File: config.mk
export PLATFORM = sky130hd
export DESIGN_NAME = thermostat_hysteresis_controller_unit
export DESIGN_NICKNAME = d
export VERILOG_FILES = /design/src/thc_pkg.sv /design/src/thc_digits.sv /design/src/thermostat_hysteresis_controller_unit.sv
export SDC_FILE = /design/constraint.sdc
export NUM_CORES = 1
export LEC_CHECK = 0
export ABC_AREA = 1
export BUFFER_PORTS_ARGS = -buffer_cell sky130_fd_sc_hd__buf_2
export CORE_MARGIN = 2
export CORE_UTILIZATION = 53
export DETAILED_ROUTE_END_ITERATION = 8
export PLACE_DENSITY = 0.77
export REMOVE_ABC_BUFFERS = 1
export SKIP_LAST_GASP = 1
export SLEW_MARGIN = 5
export SYNTH_ARGS = -nofsm -noshare
export SYNTH_HDL_FRONTEND = slang
export SYNTH_HIERARCHICAL = 1
export SYNTH_SLANG_ARGS = --single-unit
File: constraint.sdc
create_clock -name i_clk -period 7.13 [get_ports i_clk]
set_input_delay 1.7825 -clock i_clk [delete_from_list [all_inputs] [get_ports i_clk]]
set_output_delay 1.7825 -clock i_clk [all_outputs]
set_load 0.01 [all_outputs]
File: src/thc_pkg.sv
// Package: shared types and constants for the thermostat hysteresis controller.
`timescale 1ns / 1ps

package thc_pkg;

    // Request opcodes; the fourth code is unused and leaves the state alone
    typedef enum logic [1:0] {
        OP_SAMPLE = 2'd0,
        OP_UP     = 2'd1,
        OP_DOWN   = 2'd2
    } t_opcode;

    // Configuration register indexes (word address)
    typedef enum logic [1:0] {
        REG_SP_MAX = 2'd0,
        REG_SP_MIN = 2'd1,
        REG_SP_STEP = 2'd2,
        REG_HYST   = 2'd3
    } t_reg_idx;

    localparam int unsigned SP_W   = 10;
    localparam int unsigned TEMP_W = 9;
    localparam int unsigned CFG4_W = 4;
    localparam int unsigned DIG_W  = 4;

    // Reset values
    localparam logic [SP_W-1:0]   SP_RESET      = 10'd210;
    localparam logic [SP_W-1:0]   SP_MAX_RESET  = 10'd300;
    localparam logic [SP_W-1:0]   SP_MIN_RESET  = 10'd100;
    localparam logic [CFG4_W-1:0] STEP_RESET    = 4'd5;
    localparam logic [CFG4_W-1:0] HYST_RESET    = 4'd5;
    localparam logic [SP_W-1:0]   SP_LIMIT      = 10'd1023;

    // sample*80/51 == (sample * 80 * 20561) >> 20, exact for 8-bit samples
    localparam logic [28:0] SCALE_RECIP = 29'd1644880;
    localparam int unsigned SCALE_SHIFT = 20;

    // Decimal digits of the shown value
    typedef struct packed {
        logic [DIG_W-1:0] hundreds;
        logic             hundreds_blank;
        logic [DIG_W-1:0] tens;
        logic [DIG_W-1:0] units;
    } t_digits;

endpackage

File: src/thc_digits.sv
// Decimal digit split of a 10-bit display value by reciprocal multiplication.
`timescale 1ns / 1ps

module thc_digits (
    input  logic [thc_pkg::SP_W-1:0] i_value,
    output thc_pkg::t_digits         o_digits
);

    logic [15:0] w_hund_prod;
    logic [3:0]  w_hund;
    logic [9:0]  w_hund_x100;
    logic [9:0]  w_rem_full;
    logic [6:0]  w_rem;
    logic [14:0] w_tens_prod;
    logic [3:0]  w_tens;
    logic [6:0]  w_tens_x10;
    logic [6:0]  w_units_full;

    // v/100 == (v*41)>>12 for v < 1024
    always_comb begin
        w_hund_prod  = {6'd0, i_value} * 16'd41;
        w_hund       = w_hund_prod[15:12];
        w_hund_x100  = {6'd0, w_hund} * 10'd100;
        w_rem_full   = i_value - w_hund_x100;
        w_rem        = w_rem_full[6:0];
        // r/10 == (r*205)>>11 for r < 100
        w_tens_prod  = {8'd0, w_rem} * 15'd205;
        w_tens       = w_tens_prod[14:11];
        w_tens_x10   = {3'd0, w_tens} * 7'd10;
        w_units_full = w_rem - w_tens_x10;
    end

    assign o_digits.hundreds       = w_hund;
    assign o_digits.hundreds_blank = (w_hund == 4'd0);
    assign o_digits.tens           = w_tens;
    assign o_digits.units          = w_units_full[3:0];

endmodule

File: src/thermostat_hysteresis_controller_unit.sv
// Top level: on/off thermostat with hysteresis, setpoint buttons and display digits.
`timescale 1ns / 1ps
// Usage
//   Input channel (i_in_valid / o_in_ready) carries one request: an opcode
//   (sample, setpoint up, setpoint down) and an 8-bit converter sample.
//   Output channel (o_out_valid / i_out_ready) returns one result per request:
//   relay drive, scaled temperature, setpoint, change flag and display digits.
//   Pipeline: an accepted request passes the state/scaling stage (middle
//   register), then the digit stage into the output register.
//   Throughput: one request per cycle while the receiver takes results; each
//   stage loads whenever it is empty or its content moves on in the same cycle.
//   Stall: when the receiver holds i_out_ready low with a result pending, the
//   pipeline holds; o_in_ready drops only once the middle stage is also full.
//   Setpoint and relay state are updated when a request is accepted, so the
//   next request already sees them.
//   Reset (i_rst_n low, synchronous): pipeline empties, setpoint 210, relay
//   off, registers 300/100/5/5. The APB port (pready always high) holds
//   setpoint_max, setpoint_min, setpoint_step and hysteresis at 0x0..0xC;
//   write it only while the block is idle.

module thermostat_hysteresis_controller_unit (
    input  logic        i_clk,
    input  logic        i_rst_n,
    // request channel
    input  logic        i_in_valid,
    output logic        o_in_ready,
    input  logic [1:0]  i_opcode,
    input  logic [7:0]  i_sample,
    // result channel
    output logic        o_out_valid,
    input  logic        i_out_ready,
    output logic        o_relay_out,
    output logic [8:0]  o_temperature,
    output logic [9:0]  o_setpoint_now,
    output logic        o_setpoint_changed,
    output logic [3:0]  o_digit_hundreds,
    output logic        o_hundreds_blank,
    output logic [3:0]  o_digit_tens,
    output logic [3:0]  o_digit_units,
    // configuration port
    input  logic        psel,
    input  logic        penable,
    input  logic        pwrite,
    input  logic [3:0]  paddr,
    input  logic [31:0] pwdata,
    output logic [31:0] prdata,
    output logic        pready
);

    // configuration and state
    logic [thc_pkg::SP_W-1:0]   r_sp_max;
    logic [thc_pkg::SP_W-1:0]   r_sp_min;
    logic [thc_pkg::CFG4_W-1:0] r_sp_step;
    logic [thc_pkg::CFG4_W-1:0] r_hyst;
    logic [thc_pkg::SP_W-1:0]   r_setpoint;
    logic [thc_pkg::SP_W-1:0]   n_setpoint;
    logic                       r_relay_on;
    logic                       n_relay_on;

    // middle stage
    logic                         r_mid_valid;
    logic                         r_mid_relay;
    logic [thc_pkg::TEMP_W-1:0]   r_mid_temp;
    logic [thc_pkg::SP_W-1:0]     r_mid_setpoint;
    logic                         r_mid_changed;
    logic [thc_pkg::SP_W-1:0]     r_mid_shown;

    // output stage
    logic                         r_out_valid;
    logic                         r_out_relay;
    logic [thc_pkg::TEMP_W-1:0]   r_out_temp;
    logic [thc_pkg::SP_W-1:0]     r_out_setpoint;
    logic                         r_out_changed;
    thc_pkg::t_digits             r_out_digits;

    logic                         w_in_acc;
    logic                         w_out_adv;
    logic                         w_mid_adv;
    logic                         w_cfg_wr;
    thc_pkg::t_reg_idx            w_reg_idx;

    logic [28:0]                  w_scale_prod;
    logic [thc_pkg::TEMP_W-1:0]   w_temp;
    logic [thc_pkg::TEMP_W-1:0]   n_temp;
    logic [10:0]                  w_t_plus_h;
    logic [10:0]                  w_sp_plus_h;
    logic [10:0]                  w_temp_wide;
    logic [10:0]                  w_sp_wide;
    logic [10:0]                  w_up_sum;
    logic [thc_pkg::SP_W-1:0]     w_step_wide;
    logic [thc_pkg::SP_W-1:0]     n_shown;
    thc_pkg::t_digits             w_digits;

    // handshake: a stage loads when it is empty or its content moves on
    assign w_out_adv  = !r_out_valid || i_out_ready;
    assign w_mid_adv  = !r_mid_valid || w_out_adv;
    assign o_in_ready = w_mid_adv;
    assign w_in_acc   = i_in_valid && w_mid_adv;

    // configuration port
    assign pready    = 1'b1;
    assign w_reg_idx = thc_pkg::t_reg_idx'(paddr[3:2]);
    assign w_cfg_wr  = psel && penable && pwrite;

    always_ff @(posedge i_clk) begin
        if (!i_rst_n) begin
            r_sp_max  <= thc_pkg::SP_MAX_RESET;
            r_sp_min  <= thc_pkg::SP_MIN_RESET;
            r_sp_step <= thc_pkg::STEP_RESET;
            r_hyst    <= thc_pkg::HYST_RESET;
        end else if (w_cfg_wr) begin
            case (w_reg_idx)
                thc_pkg::REG_SP_MAX:  r_sp_max  <= pwdata[thc_pkg::SP_W-1:0];
                thc_pkg::REG_SP_MIN:  r_sp_min  <= pwdata[thc_pkg::SP_W-1:0];
                thc_pkg::REG_SP_STEP: r_sp_step <= pwdata[thc_pkg::CFG4_W-1:0];
                thc_pkg::REG_HYST:    r_hyst    <= pwdata[thc_pkg::CFG4_W-1:0];
                default: ;
            endcase
        end
    end

    // register readback
    always_comb begin
        case (w_reg_idx)
            thc_pkg::REG_SP_MAX:  prdata = {22'd0, r_sp_max};
            thc_pkg::REG_SP_MIN:  prdata = {22'd0, r_sp_min};
            thc_pkg::REG_SP_STEP: prdata = {28'd0, r_sp_step};
            thc_pkg::REG_HYST:    prdata = {28'd0, r_hyst};
            default:              prdata = 32'd0;
        endcase
    end

    // scaling: sample*80/51 via reciprocal multiply
    assign w_scale_prod = {21'd0, i_sample} * thc_pkg::SCALE_RECIP;
    assign w_temp       = w_scale_prod[28:thc_pkg::SCALE_SHIFT];

    // widened compares, no wrap below zero
    assign w_temp_wide = {2'd0, w_temp};
    assign w_sp_wide   = {1'b0, r_setpoint};
    assign w_t_plus_h  = w_temp_wide + {7'd0, r_hyst};
    assign w_sp_plus_h = w_sp_wide + {7'd0, r_hyst};
    assign w_step_wide = {6'd0, r_sp_step};
    assign w_up_sum    = w_sp_wide + {1'b0, w_step_wide};

    // next state and shown value
    always_comb begin
        n_setpoint = r_setpoint;
        n_relay_on = r_relay_on;
        n_temp     = '0;
        n_shown    = r_setpoint;
        case (thc_pkg::t_opcode'(i_opcode))
            thc_pkg::OP_SAMPLE: begin
                n_temp  = w_temp;
                n_shown = {1'b0, w_temp};
                if (w_t_plus_h < w_sp_wide) begin
                    n_relay_on = 1'b1;
                end else if (w_temp_wide > w_sp_plus_h) begin
                    n_relay_on = 1'b0;
                end
            end
            thc_pkg::OP_UP: begin
                if (r_setpoint < r_sp_max) begin
                    n_setpoint = w_up_sum[10] ? thc_pkg::SP_LIMIT : w_up_sum[9:0];
                end
                n_shown = n_setpoint;
            end
            thc_pkg::OP_DOWN: begin
                if (r_setpoint > r_sp_min) begin
                    n_setpoint = (r_setpoint > w_step_wide) ?
                                 r_setpoint - w_step_wide : '0;
                end
                n_shown = n_setpoint;
            end
            default: ;
        endcase
    end

    // state update on request accept
    always_ff @(posedge i_clk) begin
        if (!i_rst_n) begin
            r_setpoint <= thc_pkg::SP_RESET;
            r_relay_on <= 1'b0;
        end else if (w_in_acc) begin
            r_setpoint <= n_setpoint;
            r_relay_on <= n_relay_on;
        end
    end

    // middle stage
    always_ff @(posedge i_clk) begin
        if (!i_rst_n) begin
            r_mid_valid <= 1'b0;
        end else if (w_mid_adv) begin
            r_mid_valid <= i_in_valid;
        end
    end

    always_ff @(posedge i_clk) begin
        if (w_in_acc) begin
            r_mid_relay    <= n_relay_on;
            r_mid_temp     <= n_temp;
            r_mid_setpoint <= n_setpoint;
            r_mid_changed  <= (n_setpoint != r_setpoint);
            r_mid_shown    <= n_shown;
        end
    end

    // digit split
    thc_digits u_digits (
        .i_value  (r_mid_shown),
        .o_digits (w_digits)
    );

    // output stage
    always_ff @(posedge i_clk) begin
        if (!i_rst_n) begin
            r_out_valid <= 1'b0;
        end else if (w_out_adv) begin
            r_out_valid <= r_mid_valid;
        end
    end

    always_ff @(posedge i_clk) begin
        if (w_out_adv && r_mid_valid) begin
            r_out_relay    <= r_mid_relay;
            r_out_temp     <= r_mid_temp;
            r_out_setpoint <= r_mid_setpoint;
            r_out_changed  <= r_mid_changed;
            r_out_digits   <= w_digits;
        end
    end

    assign o_out_valid        = r_out_valid;
    assign o_relay_out        = r_out_relay;
    assign o_temperature      = r_out_temp;
    assign o_setpoint_now     = r_out_setpoint;
    assign o_setpoint_changed = r_out_changed;
    assign o_digit_hundreds   = r_out_digits.hundreds;
    assign o_hundreds_blank   = r_out_digits.hundreds_blank;
    assign o_digit_tens       = r_out_digits.tens;
    assign o_digit_units      = r_out_digits.units;

endmodule

==> results of run 1 <==
[cell type report]
cell class	count	area (sq um)
Multi-Input combinational cell	1038	7750
Fill cell	1688	7320
Sequential cell	106	2770
Timing Repair Buffer	163	1050
Inverter	236	896
Tap cell	270	338
Clock buffer	9	225
Clock inverter	7	83.8
[per-layer routing]
layer	GRT usage (%)	vias up	wire length (microns)
met5	0	-	0
met4	8.19	0	743
met3	3.52	68	1790
met2	41.3	356	13300
met1	32.3	4605	11900
li1	-	4919	-
[kinds of logic (layout without fill, tap and decap cells)]
| group | count (synthesis) | after routing | synth area share, % |
|---|---|---|---|
| AO/OA/AOI/OAI | 178 | 178 | 9.70 |
| flip-flops | 106 | 106 | 24.9 |
| adder cells (fa/ha/maj) | 226 | 226 | 27.9 |
| buffers and inverters | 285 | 415 | 11.4 |
| other | 2 | 23 | 0.0675 |
| AND/OR/NAND/NOR | 587 | 587 | 24.1 |
| XOR/XNOR | 24 | 24 | 1.96 |
[state kept, by name, summed over array words and instances, names as in the netlist, 9 cells and up]
register	cells
r_sp_max	10
r_mid_setpoint	10
o_temperature	9
r_mid_temp	9
r_mid_shown	10
o_setpoint_now	10
r_sp_min	10
r_setpoint	10
[worst max-delay path, delay by kind of cell (launching register included)]
| kind | cells | cell delay, ps |
|---|---|---|
| adder cells (fa/ha/maj) | 12 | 3850 |
| AND/OR/NAND/NOR | 19 | 1450 |
| buffers and inverters | 9 | 600 |
| flip-flops | 1 | 500 |
| XOR/XNOR | 2 | 350 |
| AO/OA/AOI/OAI | 2 | 300 |
[Yosys cell counts, drive strengths merged, types with 4 or more instances]
| cell | number | area, sq um |
|---|---|---|
| o211ai | 13 | 103 |
| o21bai | 4 | 41.3 |
| buf | 40 | 327 |
| fa | 36 | 721 |
| nand4 | 32 | 206 |
| a211oi | 4 | 35.0 |
| dfxtp | 41 | 821 |
| edfxtp | 65 | 1950 |
| inv | 233 | 882 |
| o21ai | 65 | 344 |
| clkbuf | 9 | 43.8 |
| nand3b | 7 | 56.3 |
| ha | 190 | 2380 |
| nor2 | 80 | 335 |
| nand3 | 117 | 651 |
| a21o | 6 | 45.0 |
| a21oi | 64 | 354 |
| nor3 | 15 | 101 |
| xor2 | 15 | 139 |
| nand2 | 328 | 1270 |
| o22ai | 7 | 43.8 |
| xnor2 | 9 | 78.8 |
[timing repair]
action                     4_1_cts  5_1_grt
gates resized for setup         49       58
setup endpoints to repair        1        6
pin swaps                       40       41
buffers inserted                20       14
[path summary, 6_finish.rpt]
path,startpoint,end,slack (ps),cells after the start
max reg2reg,r_mid_shown[4]$_DFFE_PP_,o_digit_units[3]$_DFFE_PP_,-170,44
min reg2reg,r_mid_temp[0]$_SDFFCE_PN0P_,o_temperature[0]$_DFFE_PP_,420,0
min,r_mid_temp[0]$_SDFFCE_PN0P_,o_temperature[0]$_DFFE_PP_,420,0
max,r_mid_shown[4]$_DFFE_PP_,o_digit_units[3]$_DFFE_PP_,-170,44
[metrics by stage]
step / TNS (ps) / area [sq um] / instances
after floorplan: 0 / 10800 / 1380
after global placement: -558 / 12000 / 1781
after detailed placement: -742 / 12000 / 1781
after CTS: 0 / 12700 / 1817
after global routing: -572 / 13100 / 1829
final: -168 / 13100 / 1829
==> impl_metrics.yaml, run 1 <==
cts:
  clk_pin_slew_ps: 90
  cts_root_buffer: "clkbuf_16"
  clk_latency_ps: 370
  hold_buffers: 0
  cts_buffers: 9
  clock_sinks: 106
  cts_tree: "done"
  clockBufferDepth: 2
  cts_htree_levels: 3
yosys:
  synth_warnings: 6
  synth_edf_count: 65
  async_flop_share_pct: 0
  synth_cells: 1408
  seq_area_frac_synth_pct: 24.9
  synth_ff_type: "edfxtp_1"
  syn_area_sq_um: 11100
  synth_cell_types: 61
  ys_ff_latch: 106
  avgSynthCellArea_sq_um: 7.90
timing:
  maxSlewViolCount: 0
  hold_ws_ps: 415
  min_period_ps: 7300
  maxSlewHeadroom_pct: 25.1
  fin_ws_ps: -168
  fin_crit_sh_pct: 102
  hold_violations: 0
  setup_viol: 1
  worst_pin_slew_ps: 1120
  max_freq_ghz: 0.137
  rsz0062_at_grt: "yes"
  worst_clock_skew_ps: 13.3
final_layout:
  n_antenna_cell: 0
  final_common_cell: "nand2_1"
  layout_common_cells: "291 x nand2_1, 212 x inv_1, 163 x ha_1"
  nNetsFinal: 1833
  fin_util_pct: 64.2
  areaGrowthSynthToFinish_pct: 17.9
  drive_above_1_share_pct: 21.7
critical_path:
  cp-end-kind: "register"
  crit_top_cell: "nand2_2"
  critPathMaxStageDelay_ps: 580
  worstPathRequired_ps: 7270
  crit_path_max_fanout: 3
  path_class: "register to register"
  slowest_stage: "fa_1"
  cp.arrival_ps: 7430
  start_kind: "register"
grt:
  antenna_found_initial: 0
  grt_usage_pct: 24.4
  grt_pass1_wl_mm: 43.7
  grt_overflow: 0
  grt_max_degree: 48
  grt_pass1_vias: 9261
floorplan:
  die_y_microns: 149
  num_rows: 52
  floorplan.die_area_sq_um: 22200
  initial_utilization_pct: 54.4
  die_w_microns: 149
  core_sq_um: 20400
  boundaryPins: 122
detailed_routing:
  drt_iter0_markers: 551
  dr.pass1.iters: 5
  ant_nets: 0
  drc: 0
  drt-total-wl_mm: 27.7
  vias_per_cell: 5.44
  vias: 9948
  wire_per_inst_microns: 15.1
worst_hold_path:
  hold_class: "register to register"
placed_design:
  place_ws_ps: -419
  place.gp.congestion: 0.926
  place_hpwl_mm: 20.1
  io_buffers: 74
run:
  maxCapViolCount: 0
outcome:
  violations: "negative setup slack"
  status: "finished, violations left"
Power of run 1 is not shown: default switching activity piles up to over one toggle a cycle in this logic, so the estimate is an artifact.
==> run 2, diff against run 1 <==
Settings changed: ABC_CLOCK_PERIOD_IN_PS set to 7130, PLACE_DENSITY 0.77 to unset, PLACE_DENSITY_LB_ADDON set to 0.25.
==> impl_metrics.yaml, run 2 (synthesis gave the netlist of run 1 again) <==
outcome:
  status: "finished, violations left"
  violations: "negative setup slack"
floorplan:
  die_y_microns: 149
  core_sq_um: 20400
  num_rows: 52
  initial_utilization_pct: 54.4
  floorplan.die_area_sq_um: 22200
  boundaryPins: 122
  die_w_microns: 149
grt:
  busiest_layer: "met2"
  use_met1_pct: 32.3
  grt_max_degree: 50
  grtUsageMet2_pct: 42.5
  grt_pass1_wl_mm: 44.2
  antenna_found_initial: 0
  grt_overflow: 0
  grt_usage_pct: 24.7
  grt_use_met3_pct: 4.43
  grt_pass1_vias: 9493
critical_path:
  start_kind: "register"
  critPathMaxStageDelay_ps: 560
  worstPathRequired_ps: 7250
  path_class: "register to register"
  slowest_stage: "fa_1"
  cp-end-kind: "register"
  cp.arrival_ps: 7410
  crit_path_max_fanout: 4
  crit_top_cell: "inv_1"
timing:
  worst_pin_slew_ps: 1070
  fin_crit_sh_pct: 102
  maxSlewViolCount: 0
  setup_viol: 1
  min_period_ps: 7290
  rsz0062_at_grt: "yes"
  maxSlewHeadroom_pct: 28.2
  hold_violations: 0
  max_freq_ghz: 0.137
  worst_clock_skew_ps: 17.6
  fin_ws_ps: -160
placed_design:
  place_hpwl_mm: 20.7
  io_buffers: 74
  place.gp.congestion: 0.940
  place_inst: 1783
final_layout:
  areaGrowthSynthToFinish_pct: 16.1
  n_antenna_cell: 0
  drive_above_1_share_pct: 19.9
  final_common_cell: "nand2_1"
  layout_common_cells: "301 x nand2_1, 214 x inv_1, 161 x ha_1"
  nNetsFinal: 1818
  stdcell_count: 1814
cts:
  cts_root_buffer: "clkbuf_16"
  cts_tree: "done"
  clk_latency_ps: 370
  clockBufferDepth: 2
  cts_htree_levels: 3
  clk_pin_slew_ps: 70
  cts_buffers: 9
  clock_sinks: 106
worst_hold_path:
  hold_class: "register to register"
detailed_routing:
  drt_iter0_markers: 624
  dr.pass1.iters: 6
  vias_per_cell: 5.43
  vias: 9843
  ant_nets: 0
  wire_per_inst_microns: 15.2
  drc: 0
  drt-total-wl_mm: 27.5
run:
  maxCapViolCount: 0
-- run 2: area by class of cell --
cell class | count | area [sq um]
Clock buffer | 9 | 225
Clock inverter | 7 | 116
Fill cell | 1770 | 7510
Inverter | 236 | 893
Multi-Input combinational cell | 1038 | 7640
Sequential cell | 106 | 2770
Tap cell | 270 | 338
Timing Repair Buffer | 148 | 933
-- run 2: worst paths after layout --
kind	from	end	slack, ps	cells past startpoint
setup reg to reg	r_mid_shown[4]$_DFFE_PP_	o_digit_units[3]$_DFFE_PP_	-160	36
setup / recovery	r_mid_shown[4]$_DFFE_PP_	o_digit_units[3]$_DFFE_PP_	-160	36
hold reg to reg	r_mid_temp[5]$_SDFFCE_PN0P_	o_temperature[5]$_DFFE_PP_	420	0
hold / removal	r_mid_temp[5]$_SDFFCE_PN0P_	o_temperature[5]$_DFFE_PP_	420	0
-- run 2: critical path: cells and delay by family (launching register included) --
kind	cells	cell delay, ps
xor gates and xnor gates	3	490
DFF	1	490
buffers and inverters	10	850
and+or+nand+nor	6	570
adders and majority gates	11	3760
AOI/OAI and AO/OA	6	880
-- run 2: what timing repair did --
action                                  in CTS  in global routing
pin swaps                                   42                 33
cloned                                       0                  0
setup buffers                                9                  6
gates resized for setup                     47                 30
endpoints found under the setup margin       2                  4
hold buffers                                 0                  0
-- run 2: through the flow --
stage	hold WS, ps	setup TNS (ps)	utilization, %	cell area, sq um	setup slack (ps)
final	419	-160	63.2	12900	-160
after global routing	426	-512	63.2	12900	-442
after CTS	423	0	62.3	12700	1.45
after detailed placement	405	-790	58.7	12000	-360
after global placement	400	-538	58.7	12000	-302
after floorplan	400	0	-	10800	90.8
-- run 2: layer usage --
layer  vias to the layer above  share of wire, %
li1                       4883                 -
met1                      4601                45
met2                       298                47
met3                        61               5.4
met4                         0               2.4
met5                         -                 0
Power of run 2 is left out for the same reason.
==> run 3, diff against run 2 <==
Settings changed: CORE_MARGIN 2 to 8, SETUP_SLACK_MARGIN set to 0.1.
==> impl_metrics.yaml, run 3 (synthesis gave the netlist of run 1 again) <==
outcome:
  status: "finished, violations left"
  violations: "negative setup slack"
detailed_routing:
  drt_iter0_markers: 549
  drt-total-wl_mm: 28.0
  dr.pass1.iters: 6
  ant_nets: 0
  wire_per_inst_microns: 15.2
  vias_per_cell: 5.36
  vias: 9837
  drc: 0
cts:
  clock_sinks: 106
  hold_buffers: 0
  clockBufferDepth: 2
  cts_root_buffer: "clkbuf_16"
  cts_tree: "done"
  clk_pin_slew_ps: 80
  cts_htree_levels: 3
  clk_latency_ps: 370
  cts_buffers: 9
timing:
  worst_clock_skew_ps: 8.65
  maxSlewHeadroom_pct: 29.3
  fin_ws_ps: -123
  maxSlewViolCount: 0
  hold_violations: 0
  hold_ws_ps: 424
  fin_crit_sh_pct: 102
  rsz0062_at_grt: "yes"
  setup_viol: 1
  max_freq_ghz: 0.138
  worst_pin_slew_ps: 1060
  min_period_ps: 7250
critical_path:
  start_kind: "register"
  critPathBufInv: 10
  cp.arrival_ps: 7380
  rr_startpoint: "r_mid_shown[2]$_DFFE_PP_"
  reg2reg_to: "o_digit_units[3]$_DFFE_PP_"
  crit_family: "adder cells"
  critPathMaxStageDelay_ps: 500
  slowest_stage: "fa_1"
  crit_path_max_fanout: 3
  worstPathRequired_ps: 7260
  cp-end-kind: "register"
  reg2reg_slack_ps: -120
  reg2reg_depth: 40
  path_class: "register to register"
  setup.worst_path.start: "r_mid_shown[2]$_DFFE_PP_"
  crit_top_cell: "buf_4"
placed_design:
  place.gp.congestion: 0.924
  place_inst: 1791
  place_hpwl_mm: 21.1
  dpl_cell_area_sq_um: 12000
  io_buffers: 74
final_layout:
  stdcell_count: 1835
  final_common_cell: "nand2_1"
  nNetsFinal: 1834
  fin_area_sq_um: 13100
  drive_above_1_share_pct: 22.1
  n_antenna_cell: 0
  areaGrowthSynthToFinish_pct: 17.7
  fillers: 1782
  layout_common_cells: "293 x nand2_1, 210 x inv_1, 163 x ha_1"
worst_hold_path:
  hold_class: "register to register"
  min_to: "o_temperature[8]$_DFFE_PP_"
  hold_path_depth: 0
  hp-start: "r_mid_temp[8]$_SDFFCE_PN0P_"
floorplan:
  die_w_microns: 161
  num_rows: 53
  core_sq_um: 20800
  floorplan.die_area_sq_um: 25900
  boundaryPins: 122
  die_y_microns: 161
  initial_utilization_pct: 53.4
grt:
  grt_overflow: 0
  grt_pass1_vias: 9431
  grt_max_degree: 46
  grt_usage_pct: 20.9
  grt_pass1_wl_mm: 45.0
  antenna_found_initial: 0
run:
  maxCapViolCount: 0
-- run 3: cell types whose count changed in the layout (fill, tap and decap cells not counted), sizes merged --
| cell | previous run | this run |
|---|---|---|
| clkbuf | 9 | 10 |
| clkinv | 5 | 6 |
| bufinv | 2 | 0 |
| inv | 236 | 235 |
| clkinvlp | 0 | 1 |
| buf | 148 | 164 |
-- run 3: worst max-delay path by stage --
stage                                            end  depth (start not counted)
after floorplan           o_digit_units[3]$_DFFE_PP_                         39
after global placement    o_digit_units[3]$_DFFE_PP_                         42
after detailed placement  o_digit_units[3]$_DFFE_PP_                         40
after CTS                 o_digit_units[3]$_DFFE_PP_                         41
after global routing      o_digit_units[3]$_DFFE_PP_                         39
final                     o_digit_units[3]$_DFFE_PP_                         40
-- run 3: through the flow --
stage / TNS [ps] / setup WS, ps / util (%)
after floorplan: 0 / 90.8 / -
after global placement: -585 / -379 / 57.7
after detailed placement: -767 / -461 / 57.7
after CTS: 0 / 5.94 / 61.5
after global routing: -640 / -420 / 62.9
final: -123 / -123 / 62.9
-- run 3: worst reg2reg max path: cells and delay by family (launching register included) --
| family | cells | cell delay (ps) |
|---|---|---|
| adders and majority gates | 12 | 3440 |
| AOI/OAI and AO/OA | 4 | 590 |
| and+or+nand+nor | 11 | 990 |
| DFF | 1 | 400 |
| buffers and inverters | 10 | 1080 |
| xor gates and xnor gates | 3 | 510 |
-- run 3: cell type report --
cell class                      instances  area (sq um)  share of cell area [%]
Clock buffer                           10           239                    1.83
Clock inverter                          6          61.3                   0.468
Inverter                              236           896                    6.84
Multi-Input combinational cell       1038          7730                    59.1
Sequential cell                       106          2770                    21.2
Tap cell                              275           344                    2.63
Timing Repair Buffer                  164          1050                    7.99
-- run 3: layer usage --
metal	vias to the layer above	track usage (%)	wire length (microns)
li1	4915	-	-
met1	4554	26.9	12400
met2	310	35.4	13300
met3	58	3.28	1630
met4	0	6.40	612
met5	-	0	0
-- run 3: timing repair --
| action | CTS | global route |
|---|---|---|
| pin swaps | 64 | 35 |
| gates resized for setup | 54 | 50 |
| endpoints found under the setup margin | 2 | 6 |
| buffers inserted | 17 | 11 |
Power of run 3 is left out for the same reason.
